<file path="src/bldf_pkg.sv">
// Shared definitions for the backlight level, dim and fade controller.
// Holds field widths, event codes, register indexes, reset values and the
// command and status structs between the controller and the datapath.
package bldf_pkg;

    // Field widths of the stream words and registers.
    localparam int MODE_W  = 3;
    localparam int LEVEL_W = 8;
    localparam int PCT_W   = 7;
    localparam int DUR_W   = 12;

    // Cycle table size limits.
    localparam int MAX_LEVELS      = 4;
    localparam int LEVEL_COUNT_DEF = 4;

    // APB register file geometry.
    localparam int APB_AW    = 5;
    localparam int APB_DW    = 32;
    localparam int REG_IDX_W = 3;

    localparam logic [REG_IDX_W-1:0] REG_DIM_PERCENT = 3'd0;
    localparam logic [REG_IDX_W-1:0] REG_LEVEL_0     = 3'd1;

    localparam logic [LEVEL_W-1:0] LEVEL_RESET [MAX_LEVELS] =
        '{8'd64, 8'd128, 8'd192, 8'd255};

    // Event codes carried in the mode field.
    localparam logic [MODE_W-1:0] MODE_SET       = 3'd0;
    localparam logic [MODE_W-1:0] MODE_CYCLE     = 3'd1;
    localparam logic [MODE_W-1:0] MODE_DIM       = 3'd2;
    localparam logic [MODE_W-1:0] MODE_NIGHT     = 3'd3;
    localparam logic [MODE_W-1:0] MODE_FADE_DOWN = 3'd4;
    localparam logic [MODE_W-1:0] MODE_FADE_UP   = 3'd5;
    localparam logic [MODE_W-1:0] MODE_TICK      = 3'd6;

    // Dimming scale: level * (100 - percent) / 100.
    localparam logic [PCT_W-1:0]   PCT_FULL = 7'd100;

    // Division by 100 as (x * 5243) >> 19, exact for x up to 25500.
    localparam int                 RECIP_W     = 13;
    localparam logic [RECIP_W-1:0] RECIP_100   = 13'd5243;
    localparam int                 RECIP_SHIFT = 19;

    // Duration to step count: dur / 10 == (dur * 6554) >> 16 for 12-bit dur.
    localparam int                 DIV10_W     = 13;
    localparam logic [DIV10_W-1:0] DIV10_MUL   = 13'd6554;
    localparam int                 DIV10_SHIFT = 16;

    // Serial restoring divider: 16-bit dividend, 8-bit divisor.
    localparam int                   PROD_W    = 16;
    localparam int                   DIV_CNT_W = 4;
    localparam logic [DIV_CNT_W-1:0] DIV_LAST  = 4'd15;

    // Controller to datapath commands.
    typedef struct packed {
        logic capture;
        logic decode;
        logic mul_load;
        logic div_step;
        logic finish;
        logic out_load;
    } bldf_cmd_t;

    // Datapath to controller status.
    typedef struct packed {
        logic need_div;
        logic var_div;
        logic fade_now;
        logic out_free;
    } bldf_sts_t;

endpackage

</file>
<file path="src/bldf_regs.sv">
// APB register file: night dimming percent and the brightness cycle table.
// Depends on bldf_pkg for widths, register indexes and reset values.
module bldf_regs #(
    parameter int LEVEL_COUNT = bldf_pkg::LEVEL_COUNT_DEF
) (
    input  logic                                        clk,
    input  logic                                        rst_n,
    input  logic                                        psel,
    input  logic                                        penable,
    input  logic                                        pwrite,
    input  logic [bldf_pkg::APB_AW-1:0]                 paddr,
    input  logic [bldf_pkg::APB_DW-1:0]                 pwdata,
    output logic [bldf_pkg::APB_DW-1:0]                 prdata,
    output logic [bldf_pkg::PCT_W-1:0]                  dim_percent,
    output logic [LEVEL_COUNT-1:0][bldf_pkg::LEVEL_W-1:0] level_tab
);

    logic                                        wr_en;
    logic [bldf_pkg::REG_IDX_W-1:0]              reg_idx;
    logic [bldf_pkg::PCT_W-1:0]                  dim_pct_reg;
    logic [LEVEL_COUNT-1:0][bldf_pkg::LEVEL_W-1:0] level_tab_reg;

    assign wr_en   = psel & penable & pwrite;
    assign reg_idx = paddr[bldf_pkg::APB_AW-1:2];

    always_ff @(posedge clk or negedge rst_n)
    begin
        if (!rst_n)
        begin
            dim_pct_reg <= '0;
            for (int i = 0; i < LEVEL_COUNT; i++)
            begin
                level_tab_reg[i] <= bldf_pkg::LEVEL_RESET[i];
            end
        end
        else if (wr_en)
        begin
            if (reg_idx == bldf_pkg::REG_DIM_PERCENT)
            begin
                dim_pct_reg <= pwdata[bldf_pkg::PCT_W-1:0];
            end
            for (int i = 0; i < LEVEL_COUNT; i++)
            begin
                if (reg_idx == bldf_pkg::REG_LEVEL_0 + bldf_pkg::REG_IDX_W'(i))
                begin
                    level_tab_reg[i] <= pwdata[bldf_pkg::LEVEL_W-1:0];
                end
            end
        end
    end

    always_comb
    begin
        prdata = '0;
        if (reg_idx == bldf_pkg::REG_DIM_PERCENT)
        begin
            prdata = bldf_pkg::APB_DW'(dim_pct_reg);
        end
        for (int i = 0; i < LEVEL_COUNT; i++)
        begin
            if (reg_idx == bldf_pkg::REG_LEVEL_0 + bldf_pkg::REG_IDX_W'(i))
            begin
                prdata = bldf_pkg::APB_DW'(level_tab_reg[i]);
            end
        end
    end

    assign dim_percent = dim_pct_reg;
    assign level_tab   = level_tab_reg;

endmodule

</file>
<file path="src/bldf_ctrl.sv">
// Sequencing state machine: accept, decode, multiply, divide, finish, emit.
// Depends on bldf_pkg for the command and status structs.
module bldf_ctrl (
    input  logic                clk,
    input  logic                rst_n,
    input  logic                in_valid,
    output logic                in_ready,
    input  bldf_pkg::bldf_sts_t sts,
    output bldf_pkg::bldf_cmd_t cmd
);

    localparam logic [2:0] S_IDLE   = 3'd0;
    localparam logic [2:0] S_DECODE = 3'd1;
    localparam logic [2:0] S_MUL    = 3'd2;
    localparam logic [2:0] S_DIV    = 3'd3;
    localparam logic [2:0] S_FIN    = 3'd4;
    localparam logic [2:0] S_OUT    = 3'd5;

    logic [2:0]                     state_reg;
    logic [2:0]                     state_next;
    logic [bldf_pkg::DIV_CNT_W-1:0] cnt_reg;
    logic [bldf_pkg::DIV_CNT_W-1:0] cnt_next;

    always_ff @(posedge clk or negedge rst_n)
    begin
        if (!rst_n)
        begin
            state_reg <= S_IDLE;
            cnt_reg   <= '0;
        end
        else
        begin
            state_reg <= state_next;
            cnt_reg   <= cnt_next;
        end
    end

    always_comb
    begin
        state_next = state_reg;
        cnt_next   = cnt_reg;
        cmd        = '0;
        in_ready   = 1'b0;
        case (state_reg)
            S_IDLE:
            begin
                in_ready = 1'b1;
                if (in_valid)
                begin
                    cmd.capture = 1'b1;
                    state_next  = S_DECODE;
                end
            end
            S_DECODE:
            begin
                cmd.decode = 1'b1;
                if (sts.need_div)
                begin
                    state_next = S_MUL;
                end
                else if (sts.fade_now)
                begin
                    state_next = S_FIN;
                end
                else
                begin
                    state_next = S_OUT;
                end
            end
            S_MUL:
            begin
                cmd.mul_load = 1'b1;
                cnt_next     = '0;
                // Only a fade step divides by a variable; the scale by 100 is
                // finished by a reciprocal multiply.
                if (sts.var_div)
                begin
                    state_next = S_DIV;
                end
                else
                begin
                    state_next = S_FIN;
                end
            end
            S_DIV:
            begin
                cmd.div_step = 1'b1;
                cnt_next     = cnt_reg + 1'b1;
                if (cnt_reg == bldf_pkg::DIV_LAST)
                begin
                    state_next = S_FIN;
                end
            end
            S_FIN:
            begin
                cmd.finish = 1'b1;
                state_next = S_OUT;
            end
            S_OUT:
            begin
                if (sts.out_free)
                begin
                    cmd.out_load = 1'b1;
                    state_next   = S_IDLE;
                end
            end
            default:
            begin
                state_next = S_IDLE;
            end
        endcase
    end

`ifndef SYNTHESIS
    a_accept_to_decode: assert property (@(posedge clk) disable iff (!rst_n)
        (state_reg == S_IDLE && in_valid) |=> (state_reg == S_DECODE))
        else $error("accepted word did not move to decode");

    a_div_length: assert property (@(posedge clk) disable iff (!rst_n)
        (state_reg == S_DIV && cnt_reg == bldf_pkg::DIV_LAST) |=> (state_reg == S_FIN))
        else $error("divider did not finish after its last step");

    a_cmd_onehot: assert property (@(posedge clk) disable iff (!rst_n)
        $onehot0(cmd))
        else $error("more than one datapath command in a cycle");
`endif

endmodule

</file>
<file path="src/bldf_dp.sv">
// Datapath: brightness and flag state, fade state, shared multiplier,
// serial divider and the output word register. Depends on bldf_pkg.
module bldf_dp #(
    parameter int LEVEL_COUNT = bldf_pkg::LEVEL_COUNT_DEF
) (
    input  logic                                          clk,
    input  logic                                          rst_n,
    input  logic [bldf_pkg::MODE_W-1:0]                   in_mode,
    input  logic [bldf_pkg::LEVEL_W-1:0]                  in_level,
    input  logic                                          in_flag,
    input  logic [bldf_pkg::DUR_W-1:0]                    in_duration_ms,
    input  logic [bldf_pkg::PCT_W-1:0]                    dim_percent,
    input  logic [LEVEL_COUNT-1:0][bldf_pkg::LEVEL_W-1:0] level_tab,
    input  bldf_pkg::bldf_cmd_t                           cmd,
    output bldf_pkg::bldf_sts_t                           sts,
    output logic                                          out_valid,
    input  logic                                          out_ready,
    output logic [bldf_pkg::LEVEL_W-1:0]                  panel_level,
    output logic                                          level_written,
    output logic [bldf_pkg::LEVEL_W-1:0]                  user_level,
    output logic                                          dim_applied,
    output logic                                          fade_busy
);

    localparam int IDX_W  = $clog2(LEVEL_COUNT);
    localparam int DPRD_W = bldf_pkg::DUR_W + bldf_pkg::DIV10_W;
    localparam int SCL_W  = bldf_pkg::PROD_W + bldf_pkg::RECIP_W;
    localparam int LW     = bldf_pkg::LEVEL_W;

    // Captured input word.
    logic [bldf_pkg::MODE_W-1:0] mode_reg;
    logic [LW-1:0]               lvl_reg;
    logic                        flag_reg;
    logic [bldf_pkg::DUR_W-1:0]  dur_reg;

    // Controller state.
    logic [LW-1:0] user_reg;
    logic          dim_en_reg;
    logic          night_reg;
    logic          dimmed_reg;
    logic [LW-1:0] applied_reg;
    logic [LW-1:0] fstart_reg;
    logic [LW-1:0] ftarget_reg;
    logic [LW-1:0] fsteps_reg;
    logic [LW-1:0] findex_reg;
    logic          factive_reg;
    logic          wrote_reg;
    logic [LW-1:0] steps_new_reg;

    // Divider.
    logic [bldf_pkg::PROD_W-1:0] div_num_reg;
    logic [LW-1:0]               div_rem_reg;
    logic [LW-1:0]               div_den_reg;

    // Output word.
    logic          out_valid_reg;
    logic [LW-1:0] out_panel_reg;
    logic          out_written_reg;
    logic [LW-1:0] out_user_reg;
    logic          out_dim_reg;
    logic          out_fade_reg;

    // Combinational helpers.
    logic [IDX_W-1:0]            next_idx;
    logic                        hit;
    logic                        want_night;
    logic [bldf_pkg::PCT_W-1:0]  pct_sat;
    logic [bldf_pkg::PCT_W-1:0]  eff_factor;
    logic                        fade_up_dir;
    logic [LW-1:0]               delta;
    logic                        is_tick;
    logic [LW-1:0]               mul_a;
    logic [LW-1:0]               mul_b;
    logic [bldf_pkg::PROD_W-1:0] product;
    logic [SCL_W-1:0]            scaled_prod;
    logic [DPRD_W-1:0]           dur_prod;
    logic [DPRD_W-bldf_pkg::DIV10_SHIFT-1:0] steps_full;
    logic [LW-1:0]               steps_sat;
    logic [LW:0]                 rem_sh;
    logic [LW:0]                 rem_diff;
    logic                        rem_ge;
    logic [LW-1:0]               quot;
    logic [LW-1:0]               fade_tgt;

    // First table entry matching the user level picks the next one.
    always_comb
    begin
        next_idx = '0;
        hit      = 1'b0;
        for (int i = 0; i < LEVEL_COUNT; i++)
        begin
            if (!hit && level_tab[i] == user_reg)
            begin
                hit      = 1'b1;
                next_idx = (i == LEVEL_COUNT - 1) ? '0 : IDX_W'(i + 1);
            end
        end
    end

    assign want_night = dim_en_reg & flag_reg;

    assign pct_sat    = (dim_percent > bldf_pkg::PCT_FULL) ? bldf_pkg::PCT_FULL : dim_percent;
    assign eff_factor = dimmed_reg ? (bldf_pkg::PCT_FULL - pct_sat) : bldf_pkg::PCT_FULL;

    assign fade_up_dir = (ftarget_reg >= fstart_reg);
    assign delta       = fade_up_dir ? (ftarget_reg - fstart_reg) : (fstart_reg - ftarget_reg);

    // One shared 8x8 multiplier feeds the divider or the reciprocal scale.
    assign is_tick = (mode_reg == bldf_pkg::MODE_TICK);
    assign mul_a   = is_tick ? delta : user_reg;
    assign mul_b   = is_tick ? findex_reg : LW'(eff_factor);
    assign product = bldf_pkg::PROD_W'(mul_a) * bldf_pkg::PROD_W'(mul_b);

    // Registered product divided by 100 through the reciprocal.
    assign scaled_prod = SCL_W'(div_num_reg) * SCL_W'(bldf_pkg::RECIP_100);

    // Step count from the duration by reciprocal multiplication, saturated.
    assign dur_prod   = DPRD_W'(dur_reg) * DPRD_W'(bldf_pkg::DIV10_MUL);
    assign steps_full = dur_prod[DPRD_W-1:bldf_pkg::DIV10_SHIFT];
    assign steps_sat  = (steps_full > {1'b0, {LW{1'b1}}}) ? {LW{1'b1}} : steps_full[LW-1:0];

    // One restoring division step per cycle.
    assign rem_sh   = {div_rem_reg, div_num_reg[bldf_pkg::PROD_W-1]};
    assign rem_ge   = (rem_sh >= {1'b0, div_den_reg});
    assign rem_diff = rem_sh - {1'b0, div_den_reg};
    assign quot     = is_tick ? div_num_reg[LW-1:0]
                              : scaled_prod[bldf_pkg::RECIP_SHIFT +: LW];

    assign fade_tgt = (mode_reg == bldf_pkg::MODE_FADE_UP) ? quot : '0;

    always_comb
    begin
        sts.need_div = 1'b0;
        sts.var_div  = is_tick;
        sts.fade_now = (mode_reg == bldf_pkg::MODE_FADE_DOWN);
        sts.out_free = !out_valid_reg || out_ready;
        case (mode_reg)
            bldf_pkg::MODE_SET,
            bldf_pkg::MODE_CYCLE,
            bldf_pkg::MODE_FADE_UP:
            begin
                sts.need_div = 1'b1;
            end
            bldf_pkg::MODE_DIM:
            begin
                sts.need_div = ((flag_reg & night_reg) != dimmed_reg);
            end
            bldf_pkg::MODE_NIGHT:
            begin
                sts.need_div = (flag_reg != night_reg) && (want_night != dimmed_reg);
            end
            bldf_pkg::MODE_TICK:
            begin
                sts.need_div = factive_reg && (fsteps_reg != '0);
            end
            default:
            begin
                sts.need_div = 1'b0;
            end
        endcase
    end

    // Captured input word and scratch values carry no reset.
    always_ff @(posedge clk)
    begin
        if (cmd.capture)
        begin
            mode_reg <= in_mode;
            lvl_reg  <= in_level;
            flag_reg <= in_flag;
            dur_reg  <= in_duration_ms;
        end
        if (cmd.decode)
        begin
            steps_new_reg <= steps_sat;
        end
        if (cmd.mul_load)
        begin
            div_num_reg <= product;
            div_rem_reg <= '0;
            div_den_reg <= fsteps_reg;
        end
        else if (cmd.div_step)
        begin
            div_rem_reg <= rem_ge ? rem_diff[LW-1:0] : rem_sh[LW-1:0];
            div_num_reg <= {div_num_reg[bldf_pkg::PROD_W-2:0], rem_ge};
        end
        if (cmd.out_load)
        begin
            out_panel_reg   <= applied_reg;
            out_written_reg <= wrote_reg;
            out_user_reg    <= user_reg;
            out_dim_reg     <= dimmed_reg;
            out_fade_reg    <= factive_reg;
        end
    end

    always_ff @(posedge clk or negedge rst_n)
    begin
        if (!rst_n)
        begin
            user_reg      <= '0;
            dim_en_reg    <= 1'b0;
            night_reg     <= 1'b0;
            dimmed_reg    <= 1'b0;
            applied_reg   <= '0;
            fstart_reg    <= '0;
            ftarget_reg   <= '0;
            fsteps_reg    <= '0;
            findex_reg    <= '0;
            factive_reg   <= 1'b0;
            wrote_reg     <= 1'b0;
            out_valid_reg <= 1'b0;
        end
        else
        begin
            if (cmd.decode)
            begin
                wrote_reg <= 1'b0;
                // Every event but a tick or the unused code stops a fade.
                if (mode_reg <= bldf_pkg::MODE_FADE_UP)
                begin
                    factive_reg <= 1'b0;
                end
                case (mode_reg)
                    bldf_pkg::MODE_SET:
                    begin
                        user_reg  <= lvl_reg;
                        wrote_reg <= 1'b1;
                    end
                    bldf_pkg::MODE_CYCLE:
                    begin
                        user_reg  <= level_tab[next_idx];
                        wrote_reg <= 1'b1;
                    end
                    bldf_pkg::MODE_DIM:
                    begin
                        dim_en_reg <= flag_reg;
                        if ((flag_reg & night_reg) != dimmed_reg)
                        begin
                            dimmed_reg <= flag_reg & night_reg;
                            wrote_reg  <= 1'b1;
                        end
                    end
                    bldf_pkg::MODE_NIGHT:
                    begin
                        if (flag_reg != night_reg)
                        begin
                            night_reg <= flag_reg;
                            if (want_night != dimmed_reg)
                            begin
                                dimmed_reg <= want_night;
                                wrote_reg  <= 1'b1;
                            end
                        end
                    end
                    bldf_pkg::MODE_TICK:
                    begin
                        if (factive_reg && fsteps_reg != '0)
                        begin
                            findex_reg <= findex_reg + 1'b1;
                            wrote_reg  <= 1'b1;
                        end
                        else
                        begin
                            factive_reg <= 1'b0;
                        end
                    end
                    default:
                    begin
                    end
                endcase
            end

            if (cmd.finish)
            begin
                case (mode_reg)
                    bldf_pkg::MODE_SET,
                    bldf_pkg::MODE_CYCLE,
                    bldf_pkg::MODE_DIM,
                    bldf_pkg::MODE_NIGHT:
                    begin
                        applied_reg <= quot;
                    end
                    bldf_pkg::MODE_FADE_DOWN,
                    bldf_pkg::MODE_FADE_UP:
                    begin
                        // Nothing to fade: jump to the target at once.
                        if (applied_reg == fade_tgt || steps_new_reg == '0)
                        begin
                            applied_reg <= fade_tgt;
                            wrote_reg   <= 1'b1;
                        end
                        else
                        begin
                            fstart_reg  <= applied_reg;
                            ftarget_reg <= fade_tgt;
                            fsteps_reg  <= steps_new_reg;
                            findex_reg  <= '0;
                            factive_reg <= 1'b1;
                        end
                    end
                    bldf_pkg::MODE_TICK:
                    begin
                        applied_reg <= fade_up_dir ? (fstart_reg + quot) : (fstart_reg - quot);
                        if (findex_reg >= fsteps_reg)
                        begin
                            factive_reg <= 1'b0;
                        end
                    end
                    default:
                    begin
                    end
                endcase
            end

            if (cmd.out_load)
            begin
                out_valid_reg <= 1'b1;
            end
            else if (out_ready)
            begin
                out_valid_reg <= 1'b0;
            end
        end
    end

    assign out_valid     = out_valid_reg;
    assign panel_level   = out_panel_reg;
    assign level_written = out_written_reg;
    assign user_level    = out_user_reg;
    assign dim_applied   = out_dim_reg;
    assign fade_busy     = out_fade_reg;

`ifndef SYNTHESIS
    a_fade_index_bound: assert property (@(posedge clk) disable iff (!rst_n)
        factive_reg |-> (fsteps_reg != '0 && findex_reg <= fsteps_reg))
        else $error("running fade has an index past its step count");

    a_dim_consistent: assert property (@(posedge clk) disable iff (!rst_n)
        dimmed_reg == (dim_en_reg && night_reg))
        else $error("dimmed flag disagrees with dim enable and night");
`endif

endmodule

</file>
<file path="src/backlight_level_dim_fade_control_top.sv">
// Top level of the backlight level, dim and fade controller.
// Depends on bldf_pkg, bldf_regs, bldf_ctrl and bldf_dp.
//
//  Channel   Direction  Handshake                   Payload
//  s_axis    in         tvalid/tready               tuser: mode; tdata: level, flag, duration
//  m_axis    out        tvalid/tready               tdata: panel level and status bits
//  apb       in         psel/penable/pwrite/pready  dim_percent, level_0..level_3
//
// An event word passes from acceptance through decode straight to output when
// no arithmetic is needed, through finish for a fade down, through multiply and
// finish when the effective level is scaled through a reciprocal multiply, and
// through multiply, the 16 serial divider steps and finish for a fade step.
// Reset is asynchronous and active low; it clears all brightness, flag and
// fade state and loads the cycle table with 64, 128, 192 and 255.
// A stalled output holds its word while the next event word is accepted;
// that word's result waits until the output register is free.
module backlight_level_dim_fade_control_top #(
    parameter int LEVEL_COUNT = bldf_pkg::LEVEL_COUNT_DEF
) (
    input  logic                        clk,
    input  logic                        rst_n,

    // Event words in.
    input  logic                        s_axis_tvalid,
    output logic                        s_axis_tready,
    // [7:0] level, [8] flag, [20:9] duration_ms, [23:21] zero
    input  logic [23:0]                 s_axis_tdata,
    // [2:0] mode
    input  logic [2:0]                  s_axis_tuser,

    // Result words out.
    output logic                        m_axis_tvalid,
    input  logic                        m_axis_tready,
    // [7:0] panel_level, [8] level_written, [16:9] user_level,
    // [17] dim_applied, [18] fade_busy, [23:19] zero
    output logic [23:0]                 m_axis_tdata,

    // Configuration.
    input  logic                        psel,
    input  logic                        penable,
    input  logic                        pwrite,
    input  logic [bldf_pkg::APB_AW-1:0] paddr,
    input  logic [bldf_pkg::APB_DW-1:0] pwdata,
    output logic [bldf_pkg::APB_DW-1:0] prdata,
    output logic                        pready
);

    logic [bldf_pkg::PCT_W-1:0]                    dim_percent;
    logic [LEVEL_COUNT-1:0][bldf_pkg::LEVEL_W-1:0] level_tab;
    bldf_pkg::bldf_cmd_t                           cmd;
    bldf_pkg::bldf_sts_t                           sts;

    logic [bldf_pkg::LEVEL_W-1:0] panel_level;
    logic                         level_written;
    logic [bldf_pkg::LEVEL_W-1:0] user_level;
    logic                         dim_applied;
    logic                         fade_busy;

    // The register file answers every access at once.
    assign pready = 1'b1;

    bldf_regs #(
        .LEVEL_COUNT (LEVEL_COUNT)
    ) u_regs (
        .clk         (clk),
        .rst_n       (rst_n),
        .psel        (psel),
        .penable     (penable),
        .pwrite      (pwrite),
        .paddr       (paddr),
        .pwdata      (pwdata),
        .prdata      (prdata),
        .dim_percent (dim_percent),
        .level_tab   (level_tab)
    );

    bldf_ctrl u_ctrl (
        .clk      (clk),
        .rst_n    (rst_n),
        .in_valid (s_axis_tvalid),
        .in_ready (s_axis_tready),
        .sts      (sts),
        .cmd      (cmd)
    );

    bldf_dp #(
        .LEVEL_COUNT (LEVEL_COUNT)
    ) u_dp (
        .clk            (clk),
        .rst_n          (rst_n),
        .in_mode        (s_axis_tuser),
        .in_level       (s_axis_tdata[7:0]),
        .in_flag        (s_axis_tdata[8]),
        .in_duration_ms (s_axis_tdata[20:9]),
        .dim_percent    (dim_percent),
        .level_tab      (level_tab),
        .cmd            (cmd),
        .sts            (sts),
        .out_valid      (m_axis_tvalid),
        .out_ready      (m_axis_tready),
        .panel_level    (panel_level),
        .level_written  (level_written),
        .user_level     (user_level),
        .dim_applied    (dim_applied),
        .fade_busy      (fade_busy)
    );

    // Fields packed from the lowest bit up.
    assign m_axis_tdata = {5'b0, fade_busy, dim_applied, user_level,
                           level_written, panel_level};

endmodule
</file>
<file path="config.mk">
export PLATFORM = sky130hd
export DESIGN_NAME = backlight_level_dim_fade_control_top
export DESIGN_NICKNAME = d
export VERILOG_FILES = /design/src/bldf_pkg.sv /design/src/bldf_regs.sv /design/src/bldf_ctrl.sv /design/src/bldf_dp.sv /design/src/backlight_level_dim_fade_control_top.sv
export SDC_FILE = /design/constraint.sdc
export NUM_CORES = 1
export LEC_CHECK = 0
export ABC_AREA = 1
export BUFFER_PORTS_ARGS = -buffer_cell sky130_fd_sc_hd__buf_4
export CAP_MARGIN = 15
export CORE_UTILIZATION = 57
export CTS_CLUSTER_DIAMETER = 200
export DETAILED_ROUTE_END_ITERATION = 7
export GPL_TIMING_DRIVEN = 0
export PLACE_DENSITY_LB_ADDON = 0.1
export SETUP_SLACK_MARGIN = 0.15
export SLEW_MARGIN = 20
export SYNTH_ARGS = -nofsm -noshare
export SYNTH_HDL_FRONTEND = slang
export SYNTH_SLANG_ARGS = --single-unit
</file>
<file path="constraint.sdc">
create_clock -name clk -period 6.75 [get_ports clk]
set_clock_uncertainty 0.15 [all_clocks]
set_input_delay 1.0125 -clock clk [delete_from_list [all_inputs] [get_ports clk]]
set_output_delay 1.0125 -clock clk [all_outputs]
set_load 0.05 [all_outputs]
</file>
Yosys cells after proc, flatten, opt, wreduce, memory -nomap -nowiden
Index checks and enable logic that the tools add are counted.

storage, ports and cells
  logic and storage cells = 199
  memory bits (writable) = 0
  memories = 0
  input bits = 71
  latch bits = 0
  bits in registers = 183
  output and inout port bits = 59
  bits in read-only memories = 0

cells by class
  divide/modulo/power cells = 0
  eq/ne operators = 31
  $add $sub $neg = 8
  shift operators = 0
  $lt $le $gt $ge = 7
  reductions and logical operators = 38
  bitwise logic cells = 5
  multiply operators = 3
  muxes and demuxes = 75

operators with widths
  kind                                                                    number
  8-bit two-way mux                                                       19
  8-bit equality test                                                     5
  1-bit two-way mux                                                       34
  16-bit two-way mux                                                      2
  8-bit subtractor                                                        4
  16-bit by 13-bit multiplier with 27-bit output (second input constant)  1
  12-bit by 12-bit multiplier with 24-bit output (second input constant)  1
  8-bit one-hot mux with 3 select lines                                   1
  7-bit two-way mux                                                       3
  3-bit by 2-bit equality test with 1-bit output (second input constant)  6
  3-bit equality test (second input constant)                             6
  3-bit one-hot mux with 6 select lines                                   1
  8-bit binary-select mux with 2-bit select                               1
  8-bit greater-or-equal comparator                                       2
  8-bit by 8-bit multiplier with 16-bit output                            1
  8-bit one-hot mux with 2 select lines                                   1
  3-bit two-way mux                                                       5
  2-bit AND reduction                                                     7
  3-bit AND reduction                                                     4
  2-bit by 1-bit != test with 1-bit output (second input constant)        5
  2-bit nonzero test                                                      5
  3-bit by 1-bit equality test with 1-bit output (second input constant)  3
  9-bit by 8-bit greater-or-equal comparator with 1-bit output            1
  9-bit by 8-bit > comparator with 1-bit output (second input constant)   1
  27 further kinds                                                        48

Depth between registers and ports, before layout
  depth after elaboration = 14
  depth in mapped cells = 39
  gate-level depth less buffers = 39

Hierarchy
A second synthesis with hierarchy kept.

unflattened totals
  cells, all modules = 2377
  area total of the unflattened synthesis = 19516.2 µm²

by module, submodules not included
  module                                seq. area each (µm²)  area an instance (µm²)  cells each  times used
  bldf_dp                               3763.6                16908.7                 2057        1
  bldf_regs                             991.0                 2055.7                  243         1
  bldf_ctrl                             175.2                 476.7                   66          1
  backlight_level_dim_fade_control_top  0.0                   75.1                    11          1

Worst setup path before layout
No wires, ideal clock.

  path kind = register to register
  from = register u_dp.ftarget_reg[5]
  to = register u_dp.div_num_reg[15] (netlist name) (data pin)
  required time = 6.345 ns
  slack = 0.405 ns
  cell stages (with the launch flop) = 30
  arrival time = 5.940 ns
  period minus slack after synthesis = 6.345 ns
  cell sequence = dfrtp_1 > inv_1 > ha_1 > a21o_1 > a221oi_1 > nand3_2 > o21ai_0 > xor2_1 > nand2_1 > o21ai_0 > inv_1 > nand2_1 > fa_1 > fa_1 > fa_1 > fa_1 > inv_1 > ha_1 > inv_1 > nor2_1 > nor2_1 > o21ai_0 > a31oi_1 > o21ai_0 > nand2_1 > nand2_1 > a21oi_1 > or2_2 > nand3_1 > nand2_1

on the way
  cells in the longest elaborated chain, start to end = 5
  elaborated cells between the ends (all ways) = 7

ends and longest elaborated chain
  item                                                                   RTL line                        source
  from (decl)                                                            bldf_dp.sv:43                   logic [LW-1:0] ftarget_reg;
  from (signal assigned)                                                 bldf_dp.sv:297                  ftarget_reg <= fade_tgt;
  8-bit subtractor or 8-bit greater-or-equal comparator (tied branches)  bldf_dp.sv:106, bldf_dp.sv:105
  8-bit two-way mux *                                                    bldf_dp.sv:106                  assign delta = fade_up_dir ? (ftarget_reg - fstart_reg) : (fstart_reg - ftarget_reg);
  8-bit two-way mux *                                                    bldf_dp.sv:110                  assign mul_a = is_tick ? delta : user_reg;
  8-bit by 8-bit multiplier with 16-bit output *                         bldf_dp.sv:112                  assign product = bldf_pkg::PROD_W'(mul_a) * bldf_pkg::PROD_W'(mul_b);
  16-bit two-way mux *                                                   bldf_dp.sv:177                  if (cmd.mul_load)
  to (signal assigned)                                                   bldf_dp.sv:179                  div_num_reg <= product;
  to (signal assigned)                                                   bldf_dp.sv:186                  div_num_reg <= {div_num_reg[bldf_pkg::PROD_W-2:0], rem_ge};
  to (decl)                                                              bldf_dp.sv:51                   logic [bldf_pkg::PROD_W-1:0] div_num_reg;

Every way passes the cells marked *; elsewhere a longest branch is shown, timed or not.
A chain may end at the register's enable or synchronous reset.

Worst setup path in the final report
  from = register u_dp.fstart_reg[6]
  to = register u_dp.div_num_reg[15] (netlist name) (data pin)

on the way
  cells in the longest elaborated chain, start to end = 5
  elaborated cells between the ends (all ways) = 7

ends and longest elaborated chain
  item                                                                   RTL line                        source
  from (decl)                                                            bldf_dp.sv:42                   logic [LW-1:0] fstart_reg;
  from (signal assigned)                                                 bldf_dp.sv:296                  fstart_reg <= applied_reg;
  8-bit subtractor or 8-bit greater-or-equal comparator (tied branches)  bldf_dp.sv:106, bldf_dp.sv:105
  8-bit two-way mux *                                                    bldf_dp.sv:106
  8-bit two-way mux *                                                    bldf_dp.sv:110
  8-bit by 8-bit multiplier with 16-bit output *                         bldf_dp.sv:112
  16-bit two-way mux *                                                   bldf_dp.sv:177

Marked as above.

==> metrics.txt <==
dpl ws=-0.652 ns; Slowest-stage cell, CP=fa_1; Die H=185 um; CP Launch Type=register; H-tree depth=4; cell family with most CP delay=adder cells; CTS Root Cell=clkbuf_16; setup TNS=0 ns; die area=34,400 um^2; # DRC=0; post-synth cell types=64; Seq/Total Area, Yosys=0.257; post-synthesis adder-cell area fraction=0.330; worst r2r src=u_dp.fstart_reg[6]; GRT Util Overall=0.290; Final Setup Violations=0; Num Clock Sinks=183; core box area=32,800 um^2; Critical Path AT=6.59 ns; R2R Path End=u_dp.div_num_reg[15]; final wirelength=48.8 mm; Final Max Tran Viols=0; post-DP HPWL=38.0 mm; later-pin clock latency in the skew report=0.46 ns; clock tree buffer depth=2; Buf+Inv Stages, Crit Path=3; Worst setup EP type=register; Fmax=153 MHz; Gate Count Post-Synth=2,320; Synth area leaders=ha_1 (17%), fa_1 (16%), edfxtp_1 (12%); share of cells above drive strength 1=0.179; vias in the first global route=15.7k; r2r setup slk=0.21 ns; mux cell area share after synthesis=0.000522; Antenna diodes=0; Filler cells=2,697; Port Buffer Count=70; multi-input gate area in the final layout=12,900 um^2; largest net degree at the start of global routing=101; ys async rst share=0.546; yosys warns=0; Synth Cell Area=19,200 um^2; worst endpoint required time=6.80 ns; Synth Area in Simple Gates=0.178; Reg area=4930 um^2; Register-to-Register Path Depth=29; Layout Nets=3,010; starting DRC count in detailed routing=1,087; GP Congestion=0.931; Slew HR=0.317; Vias/cell=5.33; post-route ant nets=0; leading cell type in the layout, fill and taps excluded=inv_1; final period utilization=0.969; Congestion Overflow GR=0; ys flop type=dfrtp_1; HP Class=primary input to asynchronous set/reset pin; CTS Buf Count=17; Final Critical Period=6.54 ns; final hold vios=0; Initial Util=0.585; CP Class=register to register; highest cell delay on the worst timing path=0.58 ns; largest family of logic cells by synthesized area=adder cells; RSZ-0062 raised after global routing=yes; first-pass GRT wire length=77.0 mm; commonest cells after routing, fill and taps aside=inv_1 (469), nand2_1 (455), ha_1 (231), buf_4 (185), fa_1 (148); number of synthesized flops with an enable pin=75; final worst slack=0.211 ns; Worst Tran Pin Value=1.02 ns; Largest register FFs=32; final core utilization=0.686; # IOs=130; vias after detailed routing=15.9k; register bit total from synthesis=183; Yosys top cell by area=ha_1; Post-Syn Area per Cell=8.26 um^2; Hold WS=0.319 ns; CP max FO=6; Die W=185 um; CTS tree=built; Pre-antenna DRT Iters=5; DR WL/cell=16.4 um; post-synth top area share=0.171; antenna violations before repair=0; outcome=completed; # Max-Cap Violations=0; Reg clk slew, reported paths=0.08 ns; number of placement rows=66; Compound-Gate Fraction of Synth Area=0.0928; layout overhead on the synthesized area=17.4%; Post-Synth XOR/XNOR Area=0.0215
[synth_stat cells (11+ instances only)]
| cell | instances |
|---|---|
| o21ai_0 | 137 |
| xor2_1 | 26 |
| nand3_2 | 12 |
| o22ai_1 | 17 |
| xnor2_1 | 21 |
| dfstp_2 | 12 |
| dfrtp_1 | 88 |
| ha_1 | 262 |
| fa_1 | 152 |
| nor2_1 | 133 |
| nand3_1 | 64 |
| a21oi_1 | 86 |
| clkbuf_1 | 16 |
| nor3_1 | 11 |
| edfxtp_1 | 75 |
| nand4_1 | 39 |
| buf_4 | 37 |
| nand2_1 | 482 |
| o21ai_1 | 19 |
| inv_1 | 494 |
[layer usage]
layer  global-route usage  up-vias  wire length, um  share of wire
li1                     -     7750                -              -
met1                0.354     7610            20300           0.42
met2                0.506      425            24400           0.50
met3               0.0515       98             2400          0.049
met4                0.114        0             1770          0.036
met5                    0        -                0              0
[how the worst max path moves through the flow]
stage	from	end	slack, ns	cells after the start
6_report	u_dp.fstart_reg[6]	u_dp.div_num_reg[15]	0.21	29
5_1_grt	u_dp.div_num_reg[10]	u_dp.applied_reg[7]	-0.11	37
4_1_cts	u_regs.dim_percent[0]	u_dp.div_num_reg[15]	0.14	35
3_5_place_dp	u_dp.ftarget_reg[5]	u_dp.div_num_reg[15]	-0.65	32
3_3_place_gp	u_dp.ftarget_reg[5]	u_dp.div_num_reg[15]	-0.62	32
2_1_floorplan	u_dp.ftarget_reg[5]	u_dp.div_num_reg[15]	0.40	29
[area by class of cell]
| cell class | count | area share |
|---|---|---|
| timing repair buffer | 158 | 0.0551 |
| clock buffer | 18 | 0.0191 |
| buffer | 63 | 0.0185 |
| inverter | 502 | 0.0842 |
| tap | 442 | 0.0246 |
| sequential | 183 | 0.219 |
| clock inverter | 14 | 0.00701 |
| multi-input combinational | 1600 | 0.572 |
[worst reg2reg max path: cells and delay by family (launching register included)]
family	cells	cell delay, ns
AO/OA/AOI/OAI	5	0.65
XOR/XNOR	1	0.21
adder cells (fa/ha/maj)	6	2.82
buffers and inverters	3	0.18
flip-flops	1	0.44
multiplexers	1	0.29
AND/OR/NAND/NOR	13	1.54
[timing repair]
action | in CTS | in global routing
resized for setup | 78 | 134
pin swaps | 38 | 97
hold buffers | 0 | 0
setup buffers | 44 | 43
endpoints found under the setup margin | 11 | 10
[kinds of logic after synthesis]
group / Yosys count
XOR/XNOR: 47
AO/OA/AOI/OAI: 317
buffers and inverters: 565
AND/OR/NAND/NOR: 791
other: 2
flip-flops: 183
adder cells (fa/ha/maj): 414
multiplexers: 1
[stage by stage]
step	instance area, um^2	std cells
global route	22500	2980
CTS	21600	2936
detailed placement	20400	2860
global placement	20400	2860
finish	22500	2980
floorplan	19300	2348
Power is left out: the tool's default activity adds up to more than one toggle a clock period on the data nets, which glitch-free logic cannot reach.
